$ cat src/hdl/aclk_pkg.sv
// Types, codes and digit constants shared by the alarm clock modules.
// Depends on nothing.
`timescale 1ns / 1ps

package aclk_pkg;

  localparam int unsigned NUM_DIGITS = 6;
  localparam int unsigned DIGIT_W    = 4;

  typedef logic [DIGIT_W-1:0]    digit_t;
  typedef digit_t [NUM_DIGITS-1:0] digits_t;
  typedef logic [NUM_DIGITS-1:0]  digit_sel_t;

  // Digit positions in a count, least significant first.
  localparam int unsigned SEC_UNITS  = 0;
  localparam int unsigned SEC_TENS   = 1;
  localparam int unsigned MIN_UNITS  = 2;
  localparam int unsigned MIN_TENS   = 3;
  localparam int unsigned HOUR_UNITS = 4;
  localparam int unsigned HOUR_TENS  = 5;

  // Highest value of each digit before it wraps.
  localparam digit_t DEC_LAST        = digit_t'(9);
  localparam digit_t SEXA_LAST       = digit_t'(5);
  localparam digit_t HOUR_TENS_LAST  = digit_t'(2);
  localparam digit_t HOUR_UNITS_LATE = digit_t'(3);

  // Where an increment enters the digit chain.
  localparam digit_sel_t INC_NONE = digit_sel_t'(0);
  localparam digit_sel_t INC_SEC  = digit_sel_t'(1) << SEC_UNITS;
  localparam digit_sel_t INC_MIN  = digit_sel_t'(1) << MIN_UNITS;
  localparam digit_sel_t INC_HOUR = digit_sel_t'(1) << HOUR_UNITS;

  localparam logic CMD_TICK   = 1'b0;
  localparam logic CMD_BUTTON = 1'b1;

  localparam logic [4:0] BTN_ADD_SEC   = 5'h01;
  localparam logic [4:0] BTN_ADD_MIN   = 5'h02;
  localparam logic [4:0] BTN_ADD_HOUR  = 5'h04;
  localparam logic [4:0] BTN_ALARM_OFF = 5'h07;
  localparam logic [4:0] BTN_ALARM_ON  = 5'h08;
  localparam logic [4:0] BTN_TIME_OFF  = 5'h09;
  localparam logic [4:0] BTN_TIME_ON   = 5'h10;

  typedef struct packed {
    logic       cmd;
    logic [4:0] button_code;
  } in_item_t;

  typedef struct packed {
    logic [1:0] hour_tens;
    logic [3:0] hour_units;
    logic [2:0] minute_tens;
    logic [3:0] minute_units;
    logic [2:0] second_tens;
    logic [3:0] second_units;
    logic       alarm_beep;
  } out_item_t;

endpackage

$ cat src/hdl/aclk_digit_cell.sv
// One decimal digit of a time count with a carry to the next digit.
// Depends on aclk_pkg.
`timescale 1ns / 1ps

module aclk_digit_cell import aclk_pkg::*; (
  input  logic   clk_i,
  input  logic   rst_ni,
  input  logic   inc_i,
  input  digit_t last_i,
  output digit_t digit_o,
  output digit_t digit_d_o,
  output logic   carry_o
);

  digit_t digit_q, digit_d;
  logic   at_last;

  assign at_last = (digit_q == last_i);
  assign carry_o = inc_i && at_last;

  always_comb begin
    digit_d = digit_q;
    if (inc_i) begin
      digit_d = at_last ? '0 : digit_q + digit_t'(1);
    end
  end

  always_ff @(posedge clk_i or negedge rst_ni) begin
    if (!rst_ni) begin
      digit_q <= '0;
    end else begin
      digit_q <= digit_d;
    end
  end

  assign digit_o   = digit_q;
  assign digit_d_o = digit_d;

endmodule

$ cat src/hdl/aclk_digit_chain.sv
// Six digit cells that form an hh:mm:ss count with a 24-hour wrap.
// Depends on aclk_pkg and aclk_digit_cell.
`timescale 1ns / 1ps

module aclk_digit_chain import aclk_pkg::*; (
  input  logic       clk_i,
  input  logic       rst_ni,
  input  digit_sel_t inc_i,
  output digits_t    digits_o,
  output digits_t    digits_d_o
);

  digit_t     last [NUM_DIGITS];
  digit_sel_t carry;

  always_comb begin
    last[SEC_UNITS]  = DEC_LAST;
    last[SEC_TENS]   = SEXA_LAST;
    last[MIN_UNITS]  = DEC_LAST;
    last[MIN_TENS]   = SEXA_LAST;
    last[HOUR_UNITS] = (digits_o[HOUR_TENS] == HOUR_TENS_LAST) ? HOUR_UNITS_LATE : DEC_LAST;
    last[HOUR_TENS]  = HOUR_TENS_LAST;
  end

  assign carry[0] = 1'b0;

  for (genvar g = 0; g < NUM_DIGITS; g++) begin : g_cell
    if (g < NUM_DIGITS - 1) begin : g_mid
      aclk_digit_cell u_cell (
        .clk_i     (clk_i),
        .rst_ni    (rst_ni),
        .inc_i     (inc_i[g] | carry[g]),
        .last_i    (last[g]),
        .digit_o   (digits_o[g]),
        .digit_d_o (digits_d_o[g]),
        .carry_o   (carry[g+1])
      );
    end else begin : g_end
      aclk_digit_cell u_cell (
        .clk_i     (clk_i),
        .rst_ni    (rst_ni),
        .inc_i     (inc_i[g] | carry[g]),
        .last_i    (last[g]),
        .digit_o   (digits_o[g]),
        .digit_d_o (digits_d_o[g]),
        .carry_o   ()
      );
    end
  end

endmodule

$ cat src/hdl/alarm_clock_with_time_set_unit.sv
// Top level of the 24-hour alarm clock with time-set and alarm-set modes.
// Depends on aclk_pkg and aclk_digit_chain.
`timescale 1ns / 1ps

// The block takes one tick or button transfer in every cycle while in_stall_o
// is low and gives one registered result per transfer. Time and alarm are kept
// as two chains of six decimal digit cells; the carry ripple through one chain
// and the compare against the alarm digits set the longest path. A two-entry
// output stage lets a new transfer in while a result waits to be taken.
module alarm_clock_with_time_set_unit import aclk_pkg::*; (
  input  logic      clk_i,
  input  logic      rst_ni,
  input  logic      in_valid_i,
  output logic      in_stall_o,
  input  in_item_t  in_data_i,
  output logic      out_valid_o,
  input  logic      out_stall_i,
  output out_item_t out_data_o
);

  logic       accept;
  logic       time_mode_q, time_mode_d;
  logic       alarm_mode_q, alarm_mode_d;
  digit_sel_t time_inc, alarm_inc, step_sel;
  digits_t    time_next;
  digits_t    alarm_digits, alarm_next;
  digits_t    shown_q, shown_d;
  logic       show_time, show_alarm, beep;
  out_item_t  result;
  out_item_t  out_q, skid_q;
  logic       out_valid_q, skid_valid_q;
  logic       out_free;

  assign in_stall_o = skid_valid_q;
  assign accept     = in_valid_i && !in_stall_o;

  aclk_digit_chain u_time (
    .clk_i      (clk_i),
    .rst_ni     (rst_ni),
    .inc_i      (time_inc),
    .digits_o   (),
    .digits_d_o (time_next)
  );

  aclk_digit_chain u_alarm (
    .clk_i      (clk_i),
    .rst_ni     (rst_ni),
    .inc_i      (alarm_inc),
    .digits_o   (alarm_digits),
    .digits_d_o (alarm_next)
  );

  always_comb begin
    case (in_data_i.button_code)
      BTN_ADD_SEC:  step_sel = INC_SEC;
      BTN_ADD_MIN:  step_sel = INC_MIN;
      BTN_ADD_HOUR: step_sel = INC_HOUR;
      default:      step_sel = INC_NONE;
    endcase
  end

  always_comb begin
    time_mode_d  = time_mode_q;
    alarm_mode_d = alarm_mode_q;
    time_inc     = INC_NONE;
    alarm_inc    = INC_NONE;
    show_time    = 1'b0;
    show_alarm   = 1'b0;
    beep         = 1'b0;
    if (accept) begin
      if (in_data_i.cmd == CMD_TICK) begin
        if (!time_mode_q && !alarm_mode_q) begin
          time_inc  = INC_SEC;
          show_time = 1'b1;
          beep      = (time_next == alarm_digits);
        end
      end else begin
        case (in_data_i.button_code)
          BTN_TIME_ON:   time_mode_d  = 1'b1;
          BTN_TIME_OFF:  time_mode_d  = 1'b0;
          BTN_ALARM_ON:  alarm_mode_d = 1'b1;
          BTN_ALARM_OFF: alarm_mode_d = 1'b0;
          default:       ;
        endcase
        if (time_mode_d) begin
          time_inc  = step_sel;
          show_time = 1'b1;
        end
        if (alarm_mode_d) begin
          alarm_inc  = step_sel;
          show_alarm = 1'b1;
        end
      end
    end
  end

  always_comb begin
    if (show_alarm) begin
      shown_d = alarm_next;
    end else if (show_time) begin
      shown_d = time_next;
    end else begin
      shown_d = shown_q;
    end
  end

  always_comb begin
    result.hour_tens    = shown_d[HOUR_TENS][1:0];
    result.hour_units   = shown_d[HOUR_UNITS];
    result.minute_tens  = shown_d[MIN_TENS][2:0];
    result.minute_units = shown_d[MIN_UNITS];
    result.second_tens  = shown_d[SEC_TENS][2:0];
    result.second_units = shown_d[SEC_UNITS];
    result.alarm_beep   = beep;
  end

  always_ff @(posedge clk_i or negedge rst_ni) begin
    if (!rst_ni) begin
      time_mode_q  <= 1'b0;
      alarm_mode_q <= 1'b0;
      shown_q      <= '0;
    end else begin
      time_mode_q  <= time_mode_d;
      alarm_mode_q <= alarm_mode_d;
      shown_q      <= shown_d;
    end
  end

  assign out_free = !out_valid_q || !out_stall_i;

  always_ff @(posedge clk_i or negedge rst_ni) begin
    if (!rst_ni) begin
      out_valid_q  <= 1'b0;
      skid_valid_q <= 1'b0;
    end else if (out_free) begin
      if (skid_valid_q) begin
        out_valid_q  <= 1'b1;
        skid_valid_q <= accept;
      end else begin
        out_valid_q  <= accept;
      end
    end else if (accept) begin
      skid_valid_q <= 1'b1;
    end
  end

  always_ff @(posedge clk_i) begin
    if (out_free) begin
      if (skid_valid_q) begin
        out_q <= skid_q;
        if (accept) begin
          skid_q <= result;
        end
      end else if (accept) begin
        out_q <= result;
      end
    end else if (accept) begin
      skid_q <= result;
    end
  end

  assign out_valid_o = out_valid_q;
  assign out_data_o  = out_q;

endmodule
$ cat config.mk
export PLATFORM = sky130hd
export DESIGN_NAME = alarm_clock_with_time_set_unit
export DESIGN_NICKNAME = d
export VERILOG_FILES = /design/src/hdl/aclk_pkg.sv /design/src/hdl/aclk_digit_cell.sv /design/src/hdl/aclk_digit_chain.sv /design/src/hdl/alarm_clock_with_time_set_unit.sv
export SDC_FILE = /design/constraint.sdc
export NUM_CORES = 1
export LEC_CHECK = 0
export ABC_AREA = 1
export BUFFER_PORTS_ARGS = -buffer_cell sky130_fd_sc_hd__buf_2
export CAP_MARGIN = 10
export CORE_MARGIN = 4
export CORE_UTILIZATION = 30
export CTS_BUF_LIST = sky130_fd_sc_hd__clkbuf_4 sky130_fd_sc_hd__clkbuf_8
export DETAILED_ROUTE_END_ITERATION = 10
export PLACE_DENSITY = 0.49
export SYNTH_ARGS = -nofsm -noshare
export SYNTH_HDL_FRONTEND = slang
export SYNTH_SLANG_ARGS = --single-unit
$ cat constraint.sdc
create_clock -name clk_i -period 3.6 [get_ports clk_i]
set_clock_uncertainty 0.1 [all_clocks]
set_input_delay 0.36 -clock clk_i [delete_from_list [all_inputs] [get_ports clk_i]]
set_output_delay 0.36 -clock clk_i [all_outputs]
set_load 0.02 [all_outputs]
==> reports/qor.csv <==
stage,metric,value,unit
yosys,synth_most_common_cell,nand2_1,
timing,min_period,2890,ps
setup_path,reg2reg_setup_slack,710,ps
route,detail-route-antenna-nets,0,
yosys,yosysTopAreaCellShare,0.306,
power_and_ir_drop,p_comb_frac,0.229,
yosys,ys_seq_elements,114,
die,core_area,19000,sq um
cts,clkSinkCount,114,
finish,fillers,2073,
setup_path,worst-path-max-fanout,16,
cts,cts_tree,done,
cts,htree_levels,4,
yosys,synth-edff-count,42,
die,rows,50,
global_route,grt_pass1_wl,24.1,mm
timing,min_period_over_period,0.802,
timing,max_slew_margin,0.358,
power_and_ir_drop,p_per_area,553,nW/um^2
global_route,gr-total-overflow,0,
route,drcViolationCount,0,
yosys,syn_area,5880,sq um
placement,dp_hpwl,10.8,mm
setup_path,cp-end-kind,flop,
timing,setup_ws,715,ps
finish,utilization,0.354,
yosys,ys_warn_count,0,
placement,gp_congestion,0.808,
route,drtPass1Iterations,5,
cts,cts_buffer_depth,2,
power_and_ir_drop,power.internal,2.50,mW
yosys,synthCells,711,
finish,n_antenna_cell,0,
power_and_ir_drop,power_frac_seq,0.468,
global_route,grt_pass1_vias,4457,
min_path,hold_path_class,in -> async,
setup_path,critPathArrivalTime,2970,ps
die,die-area,21900,sq um
setup_path,crit_top_cell,nand2_4,
power_and_ir_drop,power,3.72,mW
placement,dp_worst_setup_slack,501,ps
setup_path,cp-start-kind,flop,
power_and_ir_drop,p_leak,3.08,nW
global_route,grt_antenna_before_repair,0,
route,initialDrtViolationCount,305,
cts,holdBufCountCts,0,
run_status,run_status,"finished, violations left",
placement,portBuffers,32,
power_and_ir_drop,switching_share,0.329,
run_status,failed_checks,negative hold slack,
power_and_ir_drop,vdd_ir_drop_max,0.000283,V
setup_path,path_class,reg -> reg,
timing,tightest_slew,962,ps
yosys,synth_top_area_cell,dfrtp_1,
setup_path,r2r_end,skid_q[0],
setup_path,worstRegToRegCells,17,
setup_path,slowest_stage,dfrtp_1,
power_and_ir_drop,clkPwrFrac,0.303,
cts,clk_latency,430,ps
timing,drv_slew,0,
cts,clk_pin_slew,70,ps
timing,rsz0062_at_grt,no,
yosys,syn_area_per_cell,8.28,sq um
finish,drive_above_1_share,0.134,
timing,finalSetupViolCount,0,
yosys,syn-num-nets,723,
yosys,ys_async_sr_fraction,0.632,
route,wl,14.6,mm
die,fp.dieW,148,microns
finish,areaGrowthSynthToFinish,14.4,%
yosys,synth_cell_types,42,
timing,hold_violations,23,
route,avgRoutedWirePerCell,14.2,microns
cts,post_cts_buffers,0,
global_route,grt_max_degree,73,
setup_path,crit_chain,nor2_4 -> nand2_2 -> nor2_2 -> nand2_2 -> nand2_4 -> nand4_4 -> nand2_4 -> nand3_4 -> nand2_4 -> nand2_4 -> inv_2 -> nand2_1 -> nand2_1 -> nand2_1 -> nand3_1 -> nor2_1 -> and3_1,
yosys,yosysSeqAreaShare,0.521,
global_route,grt.total_usage,0.139,
setup_path,slowest_delay,410,ps
cts,cts-root-buf,clkbuf_8,
cts,cts_resized,0,
finish,layout.nets,769,
setup_path,crit_required,3690,ps
power_and_ir_drop,switchingPower,1.22,mW
die,initial_core_util,0.309,
die,dieHeight,148,microns
route,vias_per_cell,4.51,
run,cap_violations,0,
timing,final.setup.tns,0,ps
setup_path,r2r_start,in_stall_o,
cts,cts_made_buffers,17,
yosys,ys_top_cells_by_count,"214 x nand2_1, 82 x inv_1, 72 x dfrtp_1",
yosys,synthTopCellsByArea,"dfrtp_1 31%, edfxtp_1 21%, nand2_1 14%",
timing,timing.hold.ws,-41.7,ps
yosys,synth_ff_type,dfrtp_1,
route,vias,4644,
die,io_pins,33,
timing,max_clock_freq,347,MHz
[power by group through the flow]
stage                     sequential, mW  combinational, mW  clock [mW]
final                               1.74              0.852        1.13
after floorplan                     1.80              0.521           0
after global placement              1.77              0.858           0
after detailed placement            1.76              0.853           0
after CTS                           1.74              0.862        1.16
after global routing                1.77              0.967        1.22
[layout by cell type (no fill, tap or decap), types with 13 or more instances in the layout]
| master | count |
|---|---|
| nand3_1 | 68 |
| edfxtp_1 | 42 |
| nor3_1 | 13 |
| clkbuf_8 | 17 |
| a21oi_1 | 13 |
| xor2_1 | 14 |
| nor2_1 | 59 |
| nand2_1 | 214 |
| inv_1 | 82 |
| dfrtp_1 | 72 |
| buf_2 | 31 |
| o21ai_0 | 39 |
[state kept, by name, summed over array words and instances, names as in the netlist, named ones only]
| name | cells |
|---|---|
| out_data_o | 21 |
| u_time.g_cell.g_end.u_cell.digit_o | 4 |
| out_valid_o | 1 |
| shown_q | 20 |
| u_alarm.g_cell.g_mid.u_cell.digit_o | 18 |
| skid_q | 21 |
| in_stall_o | 1 |
| u_alarm.g_cell.g_end.u_cell.digit_o | 4 |
| u_time.g_cell.g_mid.u_cell.digit_o | 20 |
| time_mode_q | 1 |
| alarm_mode_q | 1 |
[how the worst max path moves through the flow]
stage,startpoint,endpoint,slack (ps)
6_report,in_stall_o,skid_q[0],710
5_1_grt,in_stall_o,out_data_o[20],470
4_1_cts,in_stall_o,skid_q[0],700
3_5_place_dp,in_data_i[2],out_data_o[0],500
3_3_place_gp,in_data_i[2],out_data_o[0],470
2_1_floorplan,in_stall_o,skid_q[0],810
[area by class of cell]
type                       instances  area, sq um  share of cell area
clock inverter                    14          121              0.0180
clock buffer                      18          241              0.0359
timing repair buffer              40          223              0.0331
sequential                       114         3060               0.455
tap                              260          325              0.0483
multi-input combinational        494         2420               0.359
inverter                          90          338              0.0502
[worst max-delay path, delay by kind of cell, from the launching register on]
kind / cells / cell delay, ps
flip-flops: 1 / 410
buffers and inverters: 1 / 70
AND/OR/NAND/NOR: 16 / 2040
[metrics by stage]
step	area, sq um	cells
4_1_cts	6730	1030
3_3_place_gp	6370	998
6_report	6730	1030
3_5_place_dp	6370	998
5_1_grt	6730	1030
2_1_floorplan	5880	711
[cells by family after synthesis]
logic type,count (synthesis),share of synthesized area
buf+inv,103,0.0700
simple gates,398,0.308
compound gates,79,0.0751
fa+ha+maj,2,0.00425
xor+xnor,15,0.0223
flops,114,0.521
[metal layers]
metal	track usage	up-vias	part of all wire
li1	-	2420	-
met1	0.210	2126	0.53
met2	0.197	81	0.42
met3	0.0262	17	0.035
met4	0.0527	0	0.015
met5	0	-	0
(Power assumes the default switching activity.)
